File: src/sv/fqq_pkg.sv
// Package with shared types, codes and constants for the queue with queries.
package fqq_pkg;
	localparam int QueueDepthDefault = 32;

	typedef enum logic [2:0] {
		ACT_PUSH = 3'd0,
		ACT_POP = 3'd1,
		ACT_CLEAR = 3'd2,
		ACT_LIST = 3'd3,
		ACT_AVG = 3'd4,
		ACT_EVEN = 3'd5,
		ACT_COUNT = 3'd6,
		ACT_REV = 3'd7
	} action_t;

	typedef enum logic [1:0] {
		ST_OK = 2'd0,
		ST_EMPTY = 2'd1,
		ST_FULL = 2'd2,
		ST_NOMATCH = 2'd3
	} status_t;

	typedef struct packed {
		action_t action;
		logic signed [31:0] operand_value;
	} req_t;

	typedef struct packed {
		logic signed [31:0] result_value;
		status_t status;
		logic last;
	} rsp_t;

	typedef struct packed {
		logic start;
		logic [38:0] dividend;
		logic [6:0] divisor;
	} div_ctl_t;
endpackage

File: src/sv/fqq_div.sv
// Restoring divider, one quotient bit per cycle, signed dividend truncated toward zero.
module fqq_div import fqq_pkg::*; (
	input logic clk,
	input logic arst_n,
	input div_ctl_t ctl,
	output logic done,
	output logic signed [31:0] quotient
);
	localparam int DW = 39;
	logic [DW-1:0] quo_q;
	logic [7:0] rem_q;
	logic [6:0] den_q;
	logic neg_q;
	logic busy_q;
	logic [5:0] cnt_q;
	logic [7:0] trial;
	logic [DW-1:0] qneg;

	assign trial = {rem_q[6:0], quo_q[DW-1]};
	assign qneg = neg_q ? (~quo_q + DW'(1)) : quo_q;
	assign quotient = qneg[31:0];

	always_ff @(posedge clk or negedge arst_n) begin
		if (!arst_n) begin
			busy_q <= 1'b0;
			done <= 1'b0;
			cnt_q <= '0;
		end else begin
			done <= 1'b0;
			if (ctl.start) begin
				busy_q <= 1'b1;
				cnt_q <= 6'(DW);
				neg_q <= ctl.dividend[DW-1];
				quo_q <= ctl.dividend[DW-1] ? (~ctl.dividend + DW'(1)) : ctl.dividend;
				den_q <= ctl.divisor;
				rem_q <= '0;
			end else if (busy_q) begin
				if (trial >= {1'b0, den_q}) begin
					rem_q <= trial - {1'b0, den_q};
					quo_q <= {quo_q[DW-2:0], 1'b1};
				end else begin
					rem_q <= trial;
					quo_q <= {quo_q[DW-2:0], 1'b0};
				end
				cnt_q <= cnt_q - 6'd1;
				if (cnt_q == 6'd1) begin
					busy_q <= 1'b0;
					done <= 1'b1;
				end
			end
		end
	end
endmodule

File: src/sv/fqq_store.sv
// Entry memory with one write port and one registered read port.
module fqq_store import fqq_pkg::*; #(
	parameter int QUEUE_DEPTH = QueueDepthDefault,
	localparam int AW = (QUEUE_DEPTH > 1) ? $clog2(QUEUE_DEPTH) : 1
) (
	input logic clk,
	input logic we,
	input logic [AW-1:0] waddr,
	input logic [31:0] wdata,
	input logic [AW-1:0] raddr,
	output logic [31:0] rdata
);
	logic [31:0] mem [QUEUE_DEPTH];

	always_ff @(posedge clk) begin
		if (we) begin
			mem[waddr] <= wdata;
		end
		rdata <= mem[raddr];
	end
endmodule

File: src/sv/fifo_queue_with_queries_top.sv
// Top level of the FIFO queue with list, average and match queries.
//  channel  | handshake            | payload
//  request  | start in, busy out   | req  (req_t)
//  result   | strobe out           | rsp  (rsp_t)
// Push and clear answer in the cycle after the request and never raise busy.
// Pop on a non-empty queue holds busy through the pop and drain states, then answers.
// A walk over n entries reads one entry per cycle, then holds busy in the drain state
// for the last read (the even list also in the flush state); reverse walks the read port backwards.
// Average holds busy through the walk, the divider start and the 39-step divider.
// Reset empties the queue at once; no clearing pass. Results cannot be stalled.
module fifo_queue_with_queries_top import fqq_pkg::*; #(
	parameter int QUEUE_DEPTH = QueueDepthDefault
) (
	input logic clk,
	input logic arst_n,
	input logic start,
	input req_t req,
	output logic busy,
	output logic strobe,
	output rsp_t rsp
);
	localparam int AW = (QUEUE_DEPTH > 1) ? $clog2(QUEUE_DEPTH) : 1;
	localparam int CW = $clog2(QUEUE_DEPTH + 1);

	typedef enum logic [2:0] {S_IDLE, S_WALK, S_DRAIN, S_DIV, S_POP, S_FLUSH} state_t;
	state_t state_q;
	action_t act_q;
	logic [31:0] opnd_q;
	logic [AW-1:0] rp_q, wp_q, addr_q;
	logic [CW-1:0] cnt_q, left_q;
	logic valid_s1, last_s1;
	logic [38:0] sum_q;
	logic [CW-1:0] hits_q;
	logic found_q;
	logic [31:0] held_q;
	logic we;
	logic [31:0] rdata;
	div_ctl_t dctl;
	logic ddone;
	logic signed [31:0] dquo;

	function automatic logic [AW-1:0] wrap_inc(input logic [AW-1:0] p);
		return (32'(p) + 1 >= QUEUE_DEPTH) ? '0 : p + AW'(1);
	endfunction
	function automatic logic [AW-1:0] wrap_dec(input logic [AW-1:0] p);
		return (p == '0) ? AW'(QUEUE_DEPTH - 1) : p - AW'(1);
	endfunction

	assign we = start && !busy && req.action == ACT_PUSH && 32'(cnt_q) < QUEUE_DEPTH;
	assign busy = state_q != S_IDLE;

	fqq_store #(.QUEUE_DEPTH(QUEUE_DEPTH)) u_store (
		.clk(clk), .we(we), .waddr(wp_q), .wdata(req.operand_value),
		.raddr(addr_q), .rdata(rdata)
	);

	fqq_div u_div (.clk(clk), .arst_n(arst_n), .ctl(dctl), .done(ddone), .quotient(dquo));

	always_ff @(posedge clk or negedge arst_n) begin
		if (!arst_n) begin
			state_q <= S_IDLE;
			rp_q <= '0;
			wp_q <= '0;
			cnt_q <= '0;
			strobe <= 1'b0;
			valid_s1 <= 1'b0;
			dctl.start <= 1'b0;
		end else begin
			strobe <= 1'b0;
			dctl.start <= 1'b0;
			valid_s1 <= 1'b0;
			case (state_q)
				S_IDLE: begin
					if (start) begin
						act_q <= req.action;
						opnd_q <= req.operand_value;
						rsp.result_value <= '0;
						rsp.last <= 1'b1;
						sum_q <= '0;
						hits_q <= '0;
						found_q <= 1'b0;
						if (req.action == ACT_PUSH) begin
							strobe <= 1'b1;
							if (we) begin
								wp_q <= wrap_inc(wp_q);
								cnt_q <= cnt_q + CW'(1);
								rsp.status <= ST_OK;
							end else begin
								rsp.status <= ST_FULL;
							end
						end else if (req.action == ACT_CLEAR) begin
							strobe <= 1'b1;
							rsp.status <= ST_OK;
							rp_q <= '0;
							wp_q <= '0;
							cnt_q <= '0;
						end else if (cnt_q == '0) begin
							strobe <= 1'b1;
							rsp.status <= ST_EMPTY;
						end else if (req.action == ACT_POP) begin
							addr_q <= rp_q;
							state_q <= S_POP;
						end else begin
							addr_q <= (req.action == ACT_REV) ? wrap_dec(wp_q) : rp_q;
							left_q <= cnt_q;
							state_q <= S_WALK;
						end
					end
				end
				S_POP: begin
					state_q <= S_DRAIN;
					cnt_q <= cnt_q - CW'(1);
					if (cnt_q == CW'(1)) begin
						rp_q <= '0;
						wp_q <= '0;
					end else begin
						rp_q <= wrap_inc(rp_q);
					end
				end
				S_WALK: begin
					valid_s1 <= 1'b1;
					last_s1 <= left_q == CW'(1);
					addr_q <= (act_q == ACT_REV) ? wrap_dec(addr_q) : wrap_inc(addr_q);
					left_q <= left_q - CW'(1);
					if (left_q == CW'(1)) begin
						state_q <= S_DRAIN;
					end
				end
				S_DRAIN: begin
					if (act_q == ACT_POP) begin
						strobe <= 1'b1;
						rsp.result_value <= rdata;
						rsp.status <= ST_OK;
						rsp.last <= 1'b1;
						state_q <= S_IDLE;
					end
				end
				S_DIV: begin
					if (ddone) begin
						strobe <= 1'b1;
						rsp.result_value <= dquo;
						rsp.status <= ST_OK;
						rsp.last <= 1'b1;
						state_q <= S_IDLE;
					end
				end
				S_FLUSH: begin
					strobe <= 1'b1;
					rsp.result_value <= found_q ? held_q : '0;
					rsp.status <= found_q ? ST_OK : ST_NOMATCH;
					rsp.last <= 1'b1;
					state_q <= S_IDLE;
				end
				default: state_q <= S_IDLE;
			endcase
			if (valid_s1) begin
				case (act_q)
					ACT_LIST, ACT_REV: begin
						strobe <= 1'b1;
						rsp.result_value <= rdata;
						rsp.status <= ST_OK;
						rsp.last <= last_s1;
					end
					ACT_EVEN: begin
						if (!rdata[0]) begin
							found_q <= 1'b1;
							held_q <= rdata;
							if (found_q) begin
								strobe <= 1'b1;
								rsp.result_value <= held_q;
								rsp.status <= ST_OK;
								rsp.last <= 1'b0;
							end
						end
					end
					ACT_COUNT: begin
						if (last_s1) begin
							strobe <= 1'b1;
							rsp.result_value <= 32'(hits_q + CW'(rdata == opnd_q));
							rsp.status <= (hits_q == '0 && rdata != opnd_q) ? ST_NOMATCH : ST_OK;
							rsp.last <= 1'b1;
						end else begin
							hits_q <= hits_q + CW'(rdata == opnd_q);
						end
					end
					ACT_AVG: begin
						if (last_s1) begin
							dctl.start <= 1'b1;
							dctl.dividend <= sum_q + {{7{rdata[31]}}, rdata};
							dctl.divisor <= 7'(cnt_q);
						end else begin
							sum_q <= sum_q + {{7{rdata[31]}}, rdata};
						end
					end
					default: ;
				endcase
				if (last_s1) begin
					state_q <= (act_q == ACT_AVG) ? S_DIV :
						(act_q == ACT_EVEN) ? S_FLUSH : S_IDLE;
				end
			end
		end
	end

	// The even list holds back each even entry until the next one is seen, so the
	// final even entry goes out from the flush state with last set.

	a_push_full: assert property (@(posedge clk) disable iff (!arst_n)
		32'(cnt_q) <= QUEUE_DEPTH) else $error("entry count exceeds depth");
	a_empty_ptrs: assert property (@(posedge clk) disable iff (!arst_n)
		cnt_q == '0 |-> rp_q == '0 && wp_q == '0) else $error("pointers not reset on empty");
	a_strobe_idle: assert property (@(posedge clk) disable iff (!arst_n)
		strobe && rsp.last |-> !busy)
		else $error("last result left block busy");
endmodule

File: config.mk
export PLATFORM = sky130hd
export DESIGN_NAME = fifo_queue_with_queries_top
export DESIGN_NICKNAME = d
export VERILOG_FILES = /design/src/sv/fqq_pkg.sv /design/src/sv/fqq_div.sv /design/src/sv/fqq_store.sv /design/src/sv/fifo_queue_with_queries_top.sv
export SDC_FILE = /design/constraint.sdc
export NUM_CORES = 2
export LEC_CHECK = 0
export BUFFER_PORTS_ARGS = -buffer_cell sky130_fd_sc_hd__clkbuf_2
export CORE_ASPECT_RATIO = 1.1
export CORE_MARGIN = 2
export CORE_UTILIZATION = 34
export DETAILED_ROUTE_END_ITERATION = 8
export GPL_TIMING_DRIVEN = 0
export HOLD_SLACK_MARGIN = 0.03
export PLACE_DENSITY = 0.53
export SLEW_MARGIN = 20
export SYNTH_ARGS = -nofsm -noshare
export SYNTH_HDL_FRONTEND = slang
export SYNTH_SLANG_ARGS = --single-unit
File: constraint.sdc
create_clock -name clk -period 8.8 [get_ports clk]
set_input_delay 2.2 -clock clk [delete_from_list [all_inputs] [get_ports clk]]
set_output_delay 2.2 -clock clk [all_outputs]
set_load 0.005 [all_outputs]
==> flow_summary.yaml <==
status:
  run_status: "finished, final reports clean"
pwr:
  combPwrFrac_pct: 29.8
  swShare_pct: 32.46
  power.density_mw_per_mm2: 307.3
  clockPowerShare_pct: 29.9
  power.internal_mw: 13.76
  ir_worst_vdd_v: 0.0001675
  p_sw_mw: 6.614
  p_leak_nw: 21.31
  seqPwrFrac_pct: 40.2
final_layout:
  num-fill-cells: 14830
  multi_input_area_sq_mm: 0.01610
  nets: 3565
  utilization_pct: 40.25
  regArea_sq_mm: 0.03986
  layout-drive-gt1-share_pct: 21.82
  area_delta_synth_final_pct: 17.40
floorplan:
  start_util_pct: 34.29
  design.core.area_sq_mm: 0.1647
  die_x_um: 392.6
  rows: 156
  die_h_um: 431.5
  die_area_sq_mm: 0.1694
  ioPinCount: 75
synthesis:
  synth.distinct_cells: 74
  synth_nets: 3277
  netlist_top_cells_count: "edfxtp_1 (1281), mux4_2 (320), nor2_1 (160), o21ai_0 (156), nand2_1 (136)"
  synthFlopType: "edfxtp_1"
  synth_edf_count: 1281
  ys_seq_area_share_pct: 70.57
  synth_top_area_cell: "edfxtp_1"
  ys_ff_latch: 1343
  synth_area_sq_mm: 0.05648
  yosys.area.top_type_share_pct: 68.11
  avgSynthCellArea_sq_um: 17.80
  synth_area_leaders: "edfxtp_1 (68%), mux4_2 (13%), xor2_1 (1.7%), ha_1 (1.4%), o21ai_0 (1.4%)"
  netlist_instances: 3173
  yosysMostFrequentCell: "edfxtp_1"
  ys_async_sr_fraction_pct: 2.234
  ys_warn_count: 0
setup_path:
  cp.depth: 7
  r2r-start: "addr_q[0]"
  max_stage_delay_ps: 770
  slowest_stage: "nor2_4"
  startpoint_type: "input pin"
  rr_worst_depth: 6
  regToRegSetupSlack_ps: 4460
  required_ps: 9290
  cp-end-kind: "register"
  rr_endpoint: "u_store.rdata[30]"
  crit_arrival_ps: 5370
  worstSetupPathType: "input pin to register"
  crit_chain: "clkbuf_2 > or3_1 > nor3_1 > nand2_1 > nor2_4 > buf_16 > buf_16"
  cpLargestDelayFamily: "simple AND/OR/NAND/NOR gates"
  critPathBufInv: 3
  cp_common_cell: "buf_16"
  path_max_fanout: 12
timing:
  rsz0062_at_grt: "false"
  timing.hold.ws_ps: 415.9
  hold_viol: 0
  fin_tns_setup_ps: 0
  slew_headroom_pct: 21.66
  clock_skew_ps: 35.43
  fin_crit_ps: 4883
  worst_pin_slew_ps: 1175
  clock.fmax_ghz: 0.2048
  finalCritPeriodShare_pct: 55.49
  slew_violations: 0
  setup_viol: 0
route:
  vias: 31160
  drcViolationCount: 0
  drt_pre_antenna_iters: 8
  routed_wl_um: 156200
  ant_nets: 0
  vias_per_cell: 5.379
  drt_iter0_markers: 3230
  detail_route.wl_per_cell_um: 26.96
clock_tree:
  cts.sinks: 1343
  clk_latency_ps: 790
  clk_pin_slew_ps: 60
  cts-htree-levels: 4
  cts_buffer_depth: 3
  cts_setup_buffers: 0
  numCtsBuffers: 144
  cts-root-buf: "clkbuf_16"
  cts_resized: 0
  cts_tree: "built"
  holdBufCountCts: 0
min_path:
  min_to: "u_div.den_q[3]"
  min_from: "dctl[3]"
  min_path_cells: 0
  worst_hold_path_type: "register to register"
global_route:
  track_usage_pct: 18.47
  antenna_found_initial: 5
  grt_first_pass_wirelength_um: 225000
  grt_overflow: 0
  grt_max_degree: 83
  first_global_vias: 31250
placed_design:
  dp_hpwl_um: 110600
  place_congestion: 0.8671
  io_buffers: 73
flow_run:
  drv_cap: 0
[state kept, by name (all words and copies together) (netlist names), 3 cells and up]
name,cells
act_q,3
u_store.rdata,32
u_div.rem_q,7
held_q,31
left_q,6
hits_q,6
u_div.cnt_q,6
u_div.den_q,6
cnt_q,6
dctl,46
addr_q,5
rsp,35
opnd_q,32
state_q,3
rp_q,5
u_store.mem,1024
u_div.quo_q,39
sum_q,39
wp_q,5
[kinds of logic (layout without fill, tap and decap cells)]
family / Yosys count / count (layout) / synth area share (%)
flip-flops: 1343 / 1343 / 70.57
AO/OA/AOI/OAI: 554 / 554 / 6.424
AND/OR/NAND/NOR: 492 / 492 / 4.156
multiplexers: 365 / 365 / 13.63
buffers and inverters: 203 / 610 / 1.404
XOR/XNOR: 150 / 150 / 2.326
adder cells (fa/ha/maj): 66 / 66 / 1.489
other: 0 / 1 / 0
[metal layers]
layer,track usage (%),vias up,share of wire [%]
li1,-,13570,-
met1,24.92,16400,43
met2,30.51,951,49
met3,3.188,235,5.4
met4,5.559,6,2.8
met5,0,-,0.025
[cell usage in the layout (no fill, tap or decap), drive strengths merged, types with 64 or more instances in the layout]
cell    Yosys  layout
clkbuf    135     416
mux4      320     320
xor2      109     109
edfxtp   1281    1281
o21ai     156     156
nor2      160     160
ha         64      64
nand2     136     136
buf        22      88
a21oi     121     121
[worst max-delay path by stage]
stage,end,start
floorplan,u_store.mem[29][0],req[32]
global placement,u_div.quo_q[9],arst_n
detailed placement,u_store.mem[17][10],start
CTS,u_store.mem[19][4],start
global route,u_store.mem[19][4],start
finish,u_store.mem[19][4],req[32]
[cell type report]
| class | instances | share of cell area [%] |
|---|---|---|
| Sequential cell | 1343 | 60.11 |
| Multi-Input combinational cell | 1627 | 24.27 |
| Clock buffer | 205 | 6.042 |
| Tap cell | 2212 | 4.174 |
| Timing Repair Buffer | 142 | 3.021 |
| Clock inverter | 60 | 1.121 |
| Buffer | 158 | 1.002 |
| Inverter | 45 | 0.2547 |
| Antenna cell | 1 | 0.003774 |
[power groups by stage]
stage | sequential, mW | combinational (mW) | clock [mW]
final | 8.20 | 6.08 | 6.10
after global routing | 8.23 | 6.59 | 6.46
after CTS | 8.19 | 6.15 | 6.21
after detailed placement | 8.32 | 6.13 | 0
after global placement | 8.33 | 6.10 | 0
after floorplan | 7.98 | 4.17 | 0
[worst register-to-register path: stages (launching register included)]
cell      delay (ps)
edfxtp_1         370
clkbuf_1         690
clkbuf_1         850
clkbuf_1         850
mux4_2           660
mux4_2           510
mux2_2           290
[metrics by stage]
step	setup WS [ps]	area [sq um]	std cells	total power, mW
after floorplan	3693	56480	3173	12.15
after global placement	756.0	59610	5458	14.42
after detailed placement	3179	61550	5527	14.45
after CTS	3962	66290	5792	20.56
after global routing	3825	66310	5792	21.29
final	3917	66310	5793	20.38
No activity file was read; power rests on OpenSTA's default activity.
